<file path="src/rtl/core/modular_dot_product_core_defines.svh">
// Assertion macros shared by the modular dot product RTL.
`ifndef MODULAR_DOT_PRODUCT_CORE_DEFINES_SVH
`define MODULAR_DOT_PRODUCT_CORE_DEFINES_SVH

// Same-cycle implication, disabled while reset is low.
`define MDP_ASSERT_NOW(lbl, clk, rstn, ante, cons) \
    lbl: assert property (@(posedge clk) disable iff (!(rstn)) (ante) |-> (cons)) \
        else $error("modular_dot_product assertion failed");

// Next-cycle implication, disabled while reset is low.
`define MDP_ASSERT_NEXT(lbl, clk, rstn, ante, cons) \
    lbl: assert property (@(posedge clk) disable iff (!(rstn)) (ante) |=> (cons)) \
        else $error("modular_dot_product assertion failed");

`endif

</file>
<file path="src/rtl/core/mdp_pkg.sv">
// Types and fixed widths of the modular dot product core.
package mdp_pkg;

    localparam int ROW_W = 31;   // signed row element
    localparam int VEC_W = 30;   // unsigned vector coefficient
    localparam int DOT_W = 30;   // result word
    localparam int MOD_W = 31;   // modulus register
    localparam int T_W   = 62;   // signed product plus running sum
    localparam int MAG_W = 61;   // magnitude of that sum
    localparam int CNT_W = $clog2(MAG_W);

    typedef enum logic [2:0] {
        ST_IDLE,
        ST_MUL,
        ST_ADD,
        ST_ABS,
        ST_DIV,
        ST_FIN
    } state_t;

    typedef struct packed {
        logic busy;
        logic done;
    } rem_stat_t;

endpackage

</file>
<file path="src/rtl/core/mdp_rem_unit.sv">
// Bit-serial restoring remainder: one compare and subtract per cycle.
`include "modular_dot_product_core_defines.svh"

module mdp_rem_unit #(
    parameter int MOD_BITS = 30
) (
    input  logic                           aclk,
    input  logic                           aresetn,
    input  logic                           start,
    input  logic [mdp_pkg::MAG_W-1:0]      mag,
    input  logic [MOD_BITS:0]              q,
    output mdp_pkg::rem_stat_t             stat,
    output logic [MOD_BITS-1:0]            rem
);

    logic                          busy_reg, busy_next;
    logic                          done_reg, done_next;
    logic [mdp_pkg::CNT_W-1:0]     cnt_reg, cnt_next;
    logic [mdp_pkg::MAG_W-1:0]     mag_reg, mag_next;
    logic [MOD_BITS-1:0]           rem_reg, rem_next;
    logic [MOD_BITS:0]             trial;
    logic [MOD_BITS:0]             diff;

    assign trial = {rem_reg, mag_reg[mdp_pkg::MAG_W-1]};
    assign diff  = trial - q;

    always_comb begin
        busy_next = busy_reg;
        done_next = 1'b0;
        cnt_next  = cnt_reg;
        mag_next  = mag_reg;
        rem_next  = rem_reg;
        if (start) begin
            busy_next = 1'b1;
            cnt_next  = mdp_pkg::CNT_W'(mdp_pkg::MAG_W - 1);
            mag_next  = mag;
            rem_next  = '0;
        end else if (busy_reg) begin
            mag_next = {mag_reg[mdp_pkg::MAG_W-2:0], 1'b0};
            rem_next = (trial >= q) ? diff[MOD_BITS-1:0] : trial[MOD_BITS-1:0];
            cnt_next = cnt_reg - 1'b1;
            if (cnt_reg == '0) begin
                busy_next = 1'b0;
                done_next = 1'b1;
            end
        end
    end

    always_ff @(posedge aclk) begin
        if (!aresetn) begin
            busy_reg <= 1'b0;
            done_reg <= 1'b0;
        end else begin
            busy_reg <= busy_next;
            done_reg <= done_next;
        end
        cnt_reg <= cnt_next;
        mag_reg <= mag_next;
        rem_reg <= rem_next;
    end

    assign stat.busy = busy_reg;
    assign stat.done = done_reg;
    assign rem       = rem_reg;

    `MDP_ASSERT_NOW(a_start_when_free, aclk, aresetn, start, !busy_reg && !done_reg)
    `MDP_ASSERT_NOW(a_rem_below_q, aclk, aresetn, done_reg, {1'b0, rem_reg} < q)

endmodule

</file>
<file path="config.mk">
export PLATFORM = sky130hd
export DESIGN_NAME = mdp_rem_unit
export DESIGN_NICKNAME = d
export VERILOG_FILES = /design/src/rtl/core/mdp_pkg.sv /design/src/rtl/core/mdp_rem_unit.sv
export VERILOG_INCLUDE_DIRS = /design/src /design/src/rtl/core
export SDC_FILE = /design/constraint.sdc
export NUM_CORES = 1
export LEC_CHECK = 0
export BUFFER_PORTS_ARGS = -buffer_cell sky130_fd_sc_hd__buf_2
export CAP_MARGIN = 25
export CORE_MARGIN = 4
export CORE_UTILIZATION = 40
export DETAILED_ROUTE_END_ITERATION = 10
export HOLD_SLACK_MARGIN = 0.12
export PLACE_DENSITY = 0.59
export SLEW_MARGIN = 20
export SYNTH_ARGS = -nofsm -noshare
export SYNTH_HDL_FRONTEND = slang
export SYNTH_SLANG_ARGS = --single-unit
</file>
<file path="constraint.sdc">
create_clock -name aclk -period 4.2 [get_ports aclk]
set_input_delay 1.05 -clock aclk [delete_from_list [all_inputs] [get_ports aclk]]
set_output_delay 1.05 -clock aclk [all_outputs]
set_load 0.02 [all_outputs]
</file>
* Word level (Yosys, flattened, before mapping) *
Cells that the tools add are included.

operators by class
  add/sub/neg operators = 2
  $lt $le $gt $ge = 1
  muxes and demuxes = 7
  bitwise operators = 2
  reduce and logical (&&, ||, !) cells = 3

operator list
  cell                   number
  $mux W61               2
  $ge A31 B31 Y1         1
  $mux W30               1
  $sub A30 B30 Y30       1
  $logic_not A6 Y1       1
  $sub A6 B1 Y6 const B  1
  $mux W1                4
  $reduce_or A3 Y1       1
  $not A1 Y1             2
  $reduce_bool A2 Y1     1

storage, ports and cells
  flip-flop bits (word level) = 99
  input bits = 95

* Logic depth before layout (Yosys ltp) *
Gate-level depths: netlist of the first run.

  depth in word-level cells = 4
  depth in mapped cells = 14

* Worst setup path before layout of the first run *
Ideal clock, no wire load.

  kind = input -> register
  from = input q[12]
  to = register rem_reg[29], in the netlist rem[29]
  library setup time = 0.137 ns
  data arrival time = 3.117 ns
  data required time = 4.063 ns
  setup slack = 0.946 ns
  stages on the path = 13
  buffers on the path = 2
  path through = inv_1 ha_1 buf_2 a21o_1 a31oi_1 o22ai_1 nor3_1 o21ai_1 a211o_1 buf_6 or3b_1 o2111ai_1 a31oi_1

on the way
  cells in the longest elaborated chain, start to end = 2
  elaborated cells on any way between the ends = 3
  those cells by class = add/sub (1); order compare (1); mux (1)

RTL lines
  item                                                       RTL line                                text
  start, declared                                            mdp_rem_unit.sv:11                      input logic [MOD_BITS:0] q,
  $sub A30 B30 Y30 / $ge A31 B31 Y1 (equally long branches)  mdp_rem_unit.sv:25, mdp_rem_unit.sv:40
  $mux W30 *                                                 mdp_rem_unit.sv:40                      rem_next = (trial >= q) ? diff[MOD_BITS-1:0] : trial[MOD_BITS-1:0];
  end signal, assigned                                       mdp_rem_unit.sv:59                      rem_reg <= rem_next;
  end, declared                                              mdp_rem_unit.sv:20                      logic [MOD_BITS-1:0] rem_reg, rem_next;

Mark *: on every way between the ends. The rest lies on a longest branch, timed or not.
A chain may end at the register's enable or synchronous reset.

* Worst setup path after layout of the first run *
  from = input q[6]
  to = register rem_reg[26], in the netlist rem[26]

The elaborated chain is that of the path after synthesis.

==> reports/metrics.cfg, run 1 <==
[floorplan]
rows=44
die_area_um2=17100
die_w_um=131
io_pins=127
die_h_um=131
core_um2=14600
start_util_pct=41.1

[grt]
grt_first_pass_wirelength_um=22700
antenna_found_initial=0
busiest_layer=met2
grt_max_degree=67
grt_overflow=0
track_usage_pct=16.7
grt_use_met2_pct=27.0
grt_util_met3_pct=4.63
use_met1_pct=21.6
grt_pass1_vias=4576

[logic_synthesis]
synth_enable_flop_cells=61
synthTopCellsByArea=edfxtp_1, dfxtp_1, mux2_2, ha_1, mux2i_1
synth_top_area_share_pct=30.4
ys.flop_type=edfxtp_1
async_flop_share_pct=0
ys_ff_latch=99
synthCells=591
ys_seq_area_share_pct=43.0
avgSynthCellArea_um2=10.2
netlist_area_um2=6030
synth_warnings=0
ys_types=58
synth.largest_area_cell=edfxtp_1
synthesis.nets=720

[sta]
fin_crit_sh_pct=80.8
max_slew_margin_pct=48.4
hold_viol=0
fmax_mhz=295
finalSetupViolCount=0
whs_ns=0.497
period_minus_slack_ns=3.39
fin_tns_setup_ns=0
fin_worst_skew_ns=0.00769
finalMaxSlewViolations=0
tightest_slew_ns=0.773
rsz0062_at_grt=no

[place]
port_buffers=126
place_inst=871
gp_congestion=0.872
dp_hpwl_um=10500

[clock_network]
clk_pin_slew_ns=0.07
clockRootBuffer=clkbuf_16
cts_tree=built
cts_max_level=3
clkLatencyLatePin_ns=0.35
cts_resized=0
cts.sinks=99
post_cts_buffers=0
cts_hold_buf=0
clk_path_buf_depth=2
cts_made_buffers=9

[layout]
largest_reg_flops=61
syn2layout_area_growth_pct=17.7
post-route-util_pct=48.4
drive_gt1_share_pct=30.6
layout.nets=827
antenna_cells=0
fin_cells=887

[worst_setup_path]
critPathLaunchType=input port
r2r-start=mag_reg[60]
cp.arrival_ns=3.68
critical_path_class=in -> reg
critical_path_required_ns=4.49
r2r_cells=12
crit_path_start=q[6]
crit_fanout=11
end_kind=flip-flop

[route]
drt_iter0_drc=259
wirelength_um=14000
postRouteAntennaNets=0
remaining_drc_errors=0
num_vias=4720
drtPass1Iterations=5
avgRoutedWirePerCell_um=15.8
via_per_inst=5.32

[pwr]
power-per-cell-area_nw_per_um2=372
p_leak_nw=3.03
ir_drop_uv=272

[min_path]
hold_depth=2
worstHoldPathType=reg -> reg
hp-start=cnt_reg[1]

[run]
maxCapViolCount=0

[run_status]
status=completed

## metal layers
layer / wire length, µm / share of wire, % / vias to the layer above
li1: - / - / 2368
met1: 6300 / 45 / 2204
met2: 6630 / 47 / 128
met3: 862 / 6.1 / 20
met4: 230 / 1.6 / 0
met5: 0 / 0 / -
## cells in the mapped netlist (5+ instances only)
cell and instances:
o21ai_1 5, nor2_1 42, o21ai_0 21, o211ai_1 5, xor2_1 8, xnor2_1 18, inv_1 43, edfxtp_1 61
dfxtp_1 38, nand3_1 12, mux2_2 60, mux2i_1 22, nor2b_1 7, ha_1 33, nand4_1 5, a211oi_1 29
clkbuf_1 24, nand2_1 34, o21bai_1 5, nor3_1 12, a21oi_1 36, a21o_1 9
## power by group
part | internal, mW | switching [mW]
registers | 1.14 | 0.0514
logic | 0.281 | 0.348
clock network | 0.419 | 0.401
## metrics by stage
stage	worst slack, ns	power (mW)	cell area, µm²
floorplan	0.946	1.66	6030
global placement	0.534	1.83	6800
detailed placement	0.501	1.84	6800
CTS	0.864	2.67	7090
global route	0.543	2.79	7090
finish	0.807	2.64	7090
## final timing paths
path,to,slack (ns)
worst max-delay path,rem[26],0.81
worst min-delay path,cnt_reg[1],0.50
worst max register to register,rem[28],1.21
worst min register to register,cnt_reg[1],0.50
## placed cells by master (no fill, tap or decap), types with 7 or more instances in the layout
master and count:
dfxtp_1 37, xor2_1 8, mux2i_1 22, a211oi_1 29, a21oi_1 36, inv_1 43
ha_1 33, xnor2_1 18, nor2_1 42, nor3_1 12, mux2_2 60, o21ai_0 21
nor2b_1 7, nand2_1 34, nand3_1 12, edfxtp_1 61, a21o_1 9, clkbuf_16 9
buf_2 125
## critical path, stage by stage
cell and delay (ns):
buf_2 0.08, inv_1 0.04, ha_1 0.37, and4_1 0.25, o21ai_1 0.09, a211oi_1 0.28, a211oi_2 0.11, o21ai_1 0.19
a211o_1 0.44, nand2_1 0.17, or4_1 0.54, nand3_1 0.08
## cell type report
type	count	area, µm²
Fill cell	1389	7550
Multi-Input combinational cell	414	3120
Sequential cell	99	2590
Timing Repair Buffer	131	696
Tap cell	184	230
Clock buffer	9	225
Inverter	43	161
Clock inverter	7	68.8
## cell families after synthesis
group	synth area share, %
buffers and inverters	5.27
AND/OR/NAND/NOR	10.5
multiplexers	15.2
AO/OA/AOI/OAI	15.0
flip-flops	43.0
XOR/XNOR	3.78
adder cells (fa/ha/maj)	7.18
No activity file was read; power rests on OpenSTA's default activity.
==> run 2: changes to the inputs <==
ABC_AREA = 1   (was default)
PLACE_DENSITY = 0.58   (was 0.59)
clock period = 3.2 ns   (was 4.2 ns; I/O delays follow)
==> reports/metrics.cfg, run 2 <==
[logic_synthesis]
synth_most_common_cell=nand2_1
synth.largest_area_cell=edfxtp_1
ys_types=32  ; -45%
synthTopCellsByArea=edfxtp_1, nand2_1, dfxtp_1, inv_1, ha_1
async_flop_share_pct=0  ; unchanged
synth_warnings=0  ; unchanged
synthesis.nets=1132  ; +57%
ys_ff_latch=99  ; unchanged
synth_enable_flop_cells=61  ; unchanged
synth_top_area_share_pct=27.4  ; -3.0 points
ys.flop_type=edfxtp_1
yosys-top-cells-count=nand2_1, inv_1, nand3_1, nor2_1, edfxtp_1
avgSynthCellArea_um2=6.66  ; -35%
synthCells=1003  ; +70%
ys_seq_area_share_pct=38.8  ; -4.2 points
netlist_area_um2=6680  ; +11%

[run_status]
status=completed

[clock_network]
post_cts_buffers=0  ; unchanged
cts_max_level=3  ; unchanged
cts_made_buffers=9  ; unchanged
cts_resized=0  ; unchanged
clk_pin_slew_ns=0.08  ; about the same
cts_tree=built
cts_hold_buf=0  ; unchanged
clockRootBuffer=clkbuf_16
clk_path_buf_depth=2  ; unchanged
clkLatencyLatePin_ns=0.36  ; about the same
cts.sinks=99  ; unchanged

[worst_setup_path]
cp.arrival_ns=2.79  ; -0.89 ns
critical_path_class=in -> reg
crit_fanout=27  ; +16
critical_path_required_ns=3.46  ; -1.03 ns
r2r_setup_slack_ns=0.85  ; -0.36 ns
critPathLaunchType=input port
end_kind=flip-flop

[layout]
layout.nets=1257  ; +52%
drive_gt1_share_pct=15.9  ; -15 points
fin_area_um2=7870  ; +11%
antenna_cells=0  ; unchanged
fin_cells=1349  ; +52%
largest_reg_flops=61  ; unchanged
fill_cells=1708  ; +23%
final_common_cell=nand2_1
syn2layout_area_growth_pct=17.7  ; about the same
final_cell_mix=nand2_1, inv_1, buf_2

[route]
num_vias=6296  ; +33%
drt_iter0_drc=378  ; +46%
postRouteAntennaNets=0  ; unchanged
via_per_inst=4.67  ; -12%
avgRoutedWirePerCell_um=12.9  ; -18%
remaining_drc_errors=0  ; unchanged
drtPass1Iterations=5  ; unchanged
wirelength_um=17500  ; +25%

[pwr]
switching_share_pct=27.4  ; -3.0 points
power_frac_seq_pct=50.2  ; +5.1 points
power-per-cell-area_nw_per_um2=376  ; +0.91%
ir_drop_uv=249  ; -8.5%
pwr-share-comb_pct=12.4  ; -11 points
pwr-share-clk_pct=37.4  ; +6.3 points
switchingPower_mw=0.808  ; +1.1%
p_int_mw=2.15  ; +17%
p_leak_nw=4.27  ; +41%

[place]
place_inst=1333  ; +53%
post-place-ws_ns=0.301  ; -0.200 ns
postPlaceCellArea_um2=7580  ; +12%
dp_hpwl_um=13600  ; +29%
port_buffers=126  ; unchanged
gp_congestion=0.906  ; +3.9%

[grt]
grt_overflow=0  ; unchanged
grt_max_degree=46  ; -31%
track_usage_pct=18.7  ; +2.0 points
grt_pass1_vias=5757  ; +26%
grt_first_pass_wirelength_um=28000  ; +23%
antenna_found_initial=0  ; unchanged

[floorplan]
die_w_um=137  ; +5.0%
io_pins=127  ; unchanged
die_area_um2=18800  ; +10%
rows=46  ; +4.5%
core_um2=16100  ; +10%
start_util_pct=41.5  ; +0.32 points
die_h_um=137  ; +5.0%

[sta]
setup_ws_ns=0.671  ; -0.136 ns
rsz0062_at_grt=no
finalMaxSlewViolations=0  ; unchanged
finalSetupViolCount=0  ; unchanged
tightest_slew_ns=0.719  ; -0.0543 ns
fin_tns_setup_ns=0  ; unchanged
max_slew_margin_pct=52.0  ; +3.6 points
hold_viol=0  ; unchanged
fin_crit_sh_pct=79.0
fmax_mhz=395
fin_worst_skew_ns=0.0157  ; +0.00801 ns
period_minus_slack_ns=2.53

[run]
maxCapViolCount=0  ; unchanged

[min_path]
worstHoldPathType=reg -> reg

run 2: changes by cell type in the layout (fill, tap and decap cells not counted), sizes merged, moves of 9 or more:
cell / before / now
nand2: 34 / 444
mux2: 62 / 0
a21oi: 36 / 24
inv: 46 / 148
o21ai: 27 / 16
nor2: 42 / 85
a211oi: 31 / 0
mux2i: 22 / 0
nand3: 12 / 80
buf: 131 / 142
nand4: 5 / 14
run 2: kinds of logic after synthesis:
family	synth area share (%)
adders and majority gates	6.48
buffers and inverters	10.3
xor gates and xnor gates	1.70
DFF	38.8
and+or+nand+nor	38.7
AOI/OAI and AO/OA	4.08
run 2: power by group through the flow:
stage | logic [mW] | registers [mW] | clock network [mW]
6_report | 0.366 | 1.48 | 1.10
2_1_floorplan | 0.234 | 1.51 | 0
4_1_cts | 0.372 | 1.49 | 1.14
3_3_place_gp | 0.368 | 1.51 | 0
3_5_place_dp | 0.370 | 1.51 | 0
5_1_grt | 0.421 | 1.49 | 1.19
run 2: layer usage:
metal	up-vias	part of all wire (%)	GRT usage (%)
li1	3371	-	-
met5	-	0	0
met3	21	5.3	3.80
met2	148	44	28.3
met1	2756	49	26.6
met4	0	1.4	6.04
run 2: worst max-delay path, stage by stage:
cell	delay, ns
buf_2	0.08
inv_1	0.03
ha_1	0.35
nand2_1	0.12
nor2_1	0.29
nand2_1	0.15
nor3_1	0.15
nand2_1	0.08
nand3_2	0.08
buf_4	0.30
nand3_1	0.19
nand2_1	0.11
nand2_1	0.05
run 2: final timing paths:
| path | cells past startpoint | to | from |
|---|---|---|---|
| setup / recovery | 13 | rem[21] | q[14] |
| hold reg to reg | 2 | cnt_reg[0] | cnt_reg[0] |
| setup reg to reg | 11 | rem[21] | rem[13] |
| hold / removal | 2 | cnt_reg[0] | cnt_reg[0] |
run 2: final cells by class:
cell class,instances,area [µm²],share of cell area [%]
repair buffers,142,773,9.83
inverters,145,544,6.92
well taps,216,270,3.43
flip-flops and latches,99,2590,32.9
clock buffers,10,229,2.91
clock inverters,6,56.3,0.716
multi-input cells,731,3400,43.3
run 2: per-stage QoR:
stage	utilization, %	hold slack, ns	power (mW)
6_report	48.8	0.467	2.95
3_3_place_gp	47.0	0.454	1.88
4_1_cts	48.8	0.470	3.00
2_1_floorplan	-	0.444	1.74
5_1_grt	48.8	0.498	3.11
3_5_place_dp	47.1	0.459	1.88
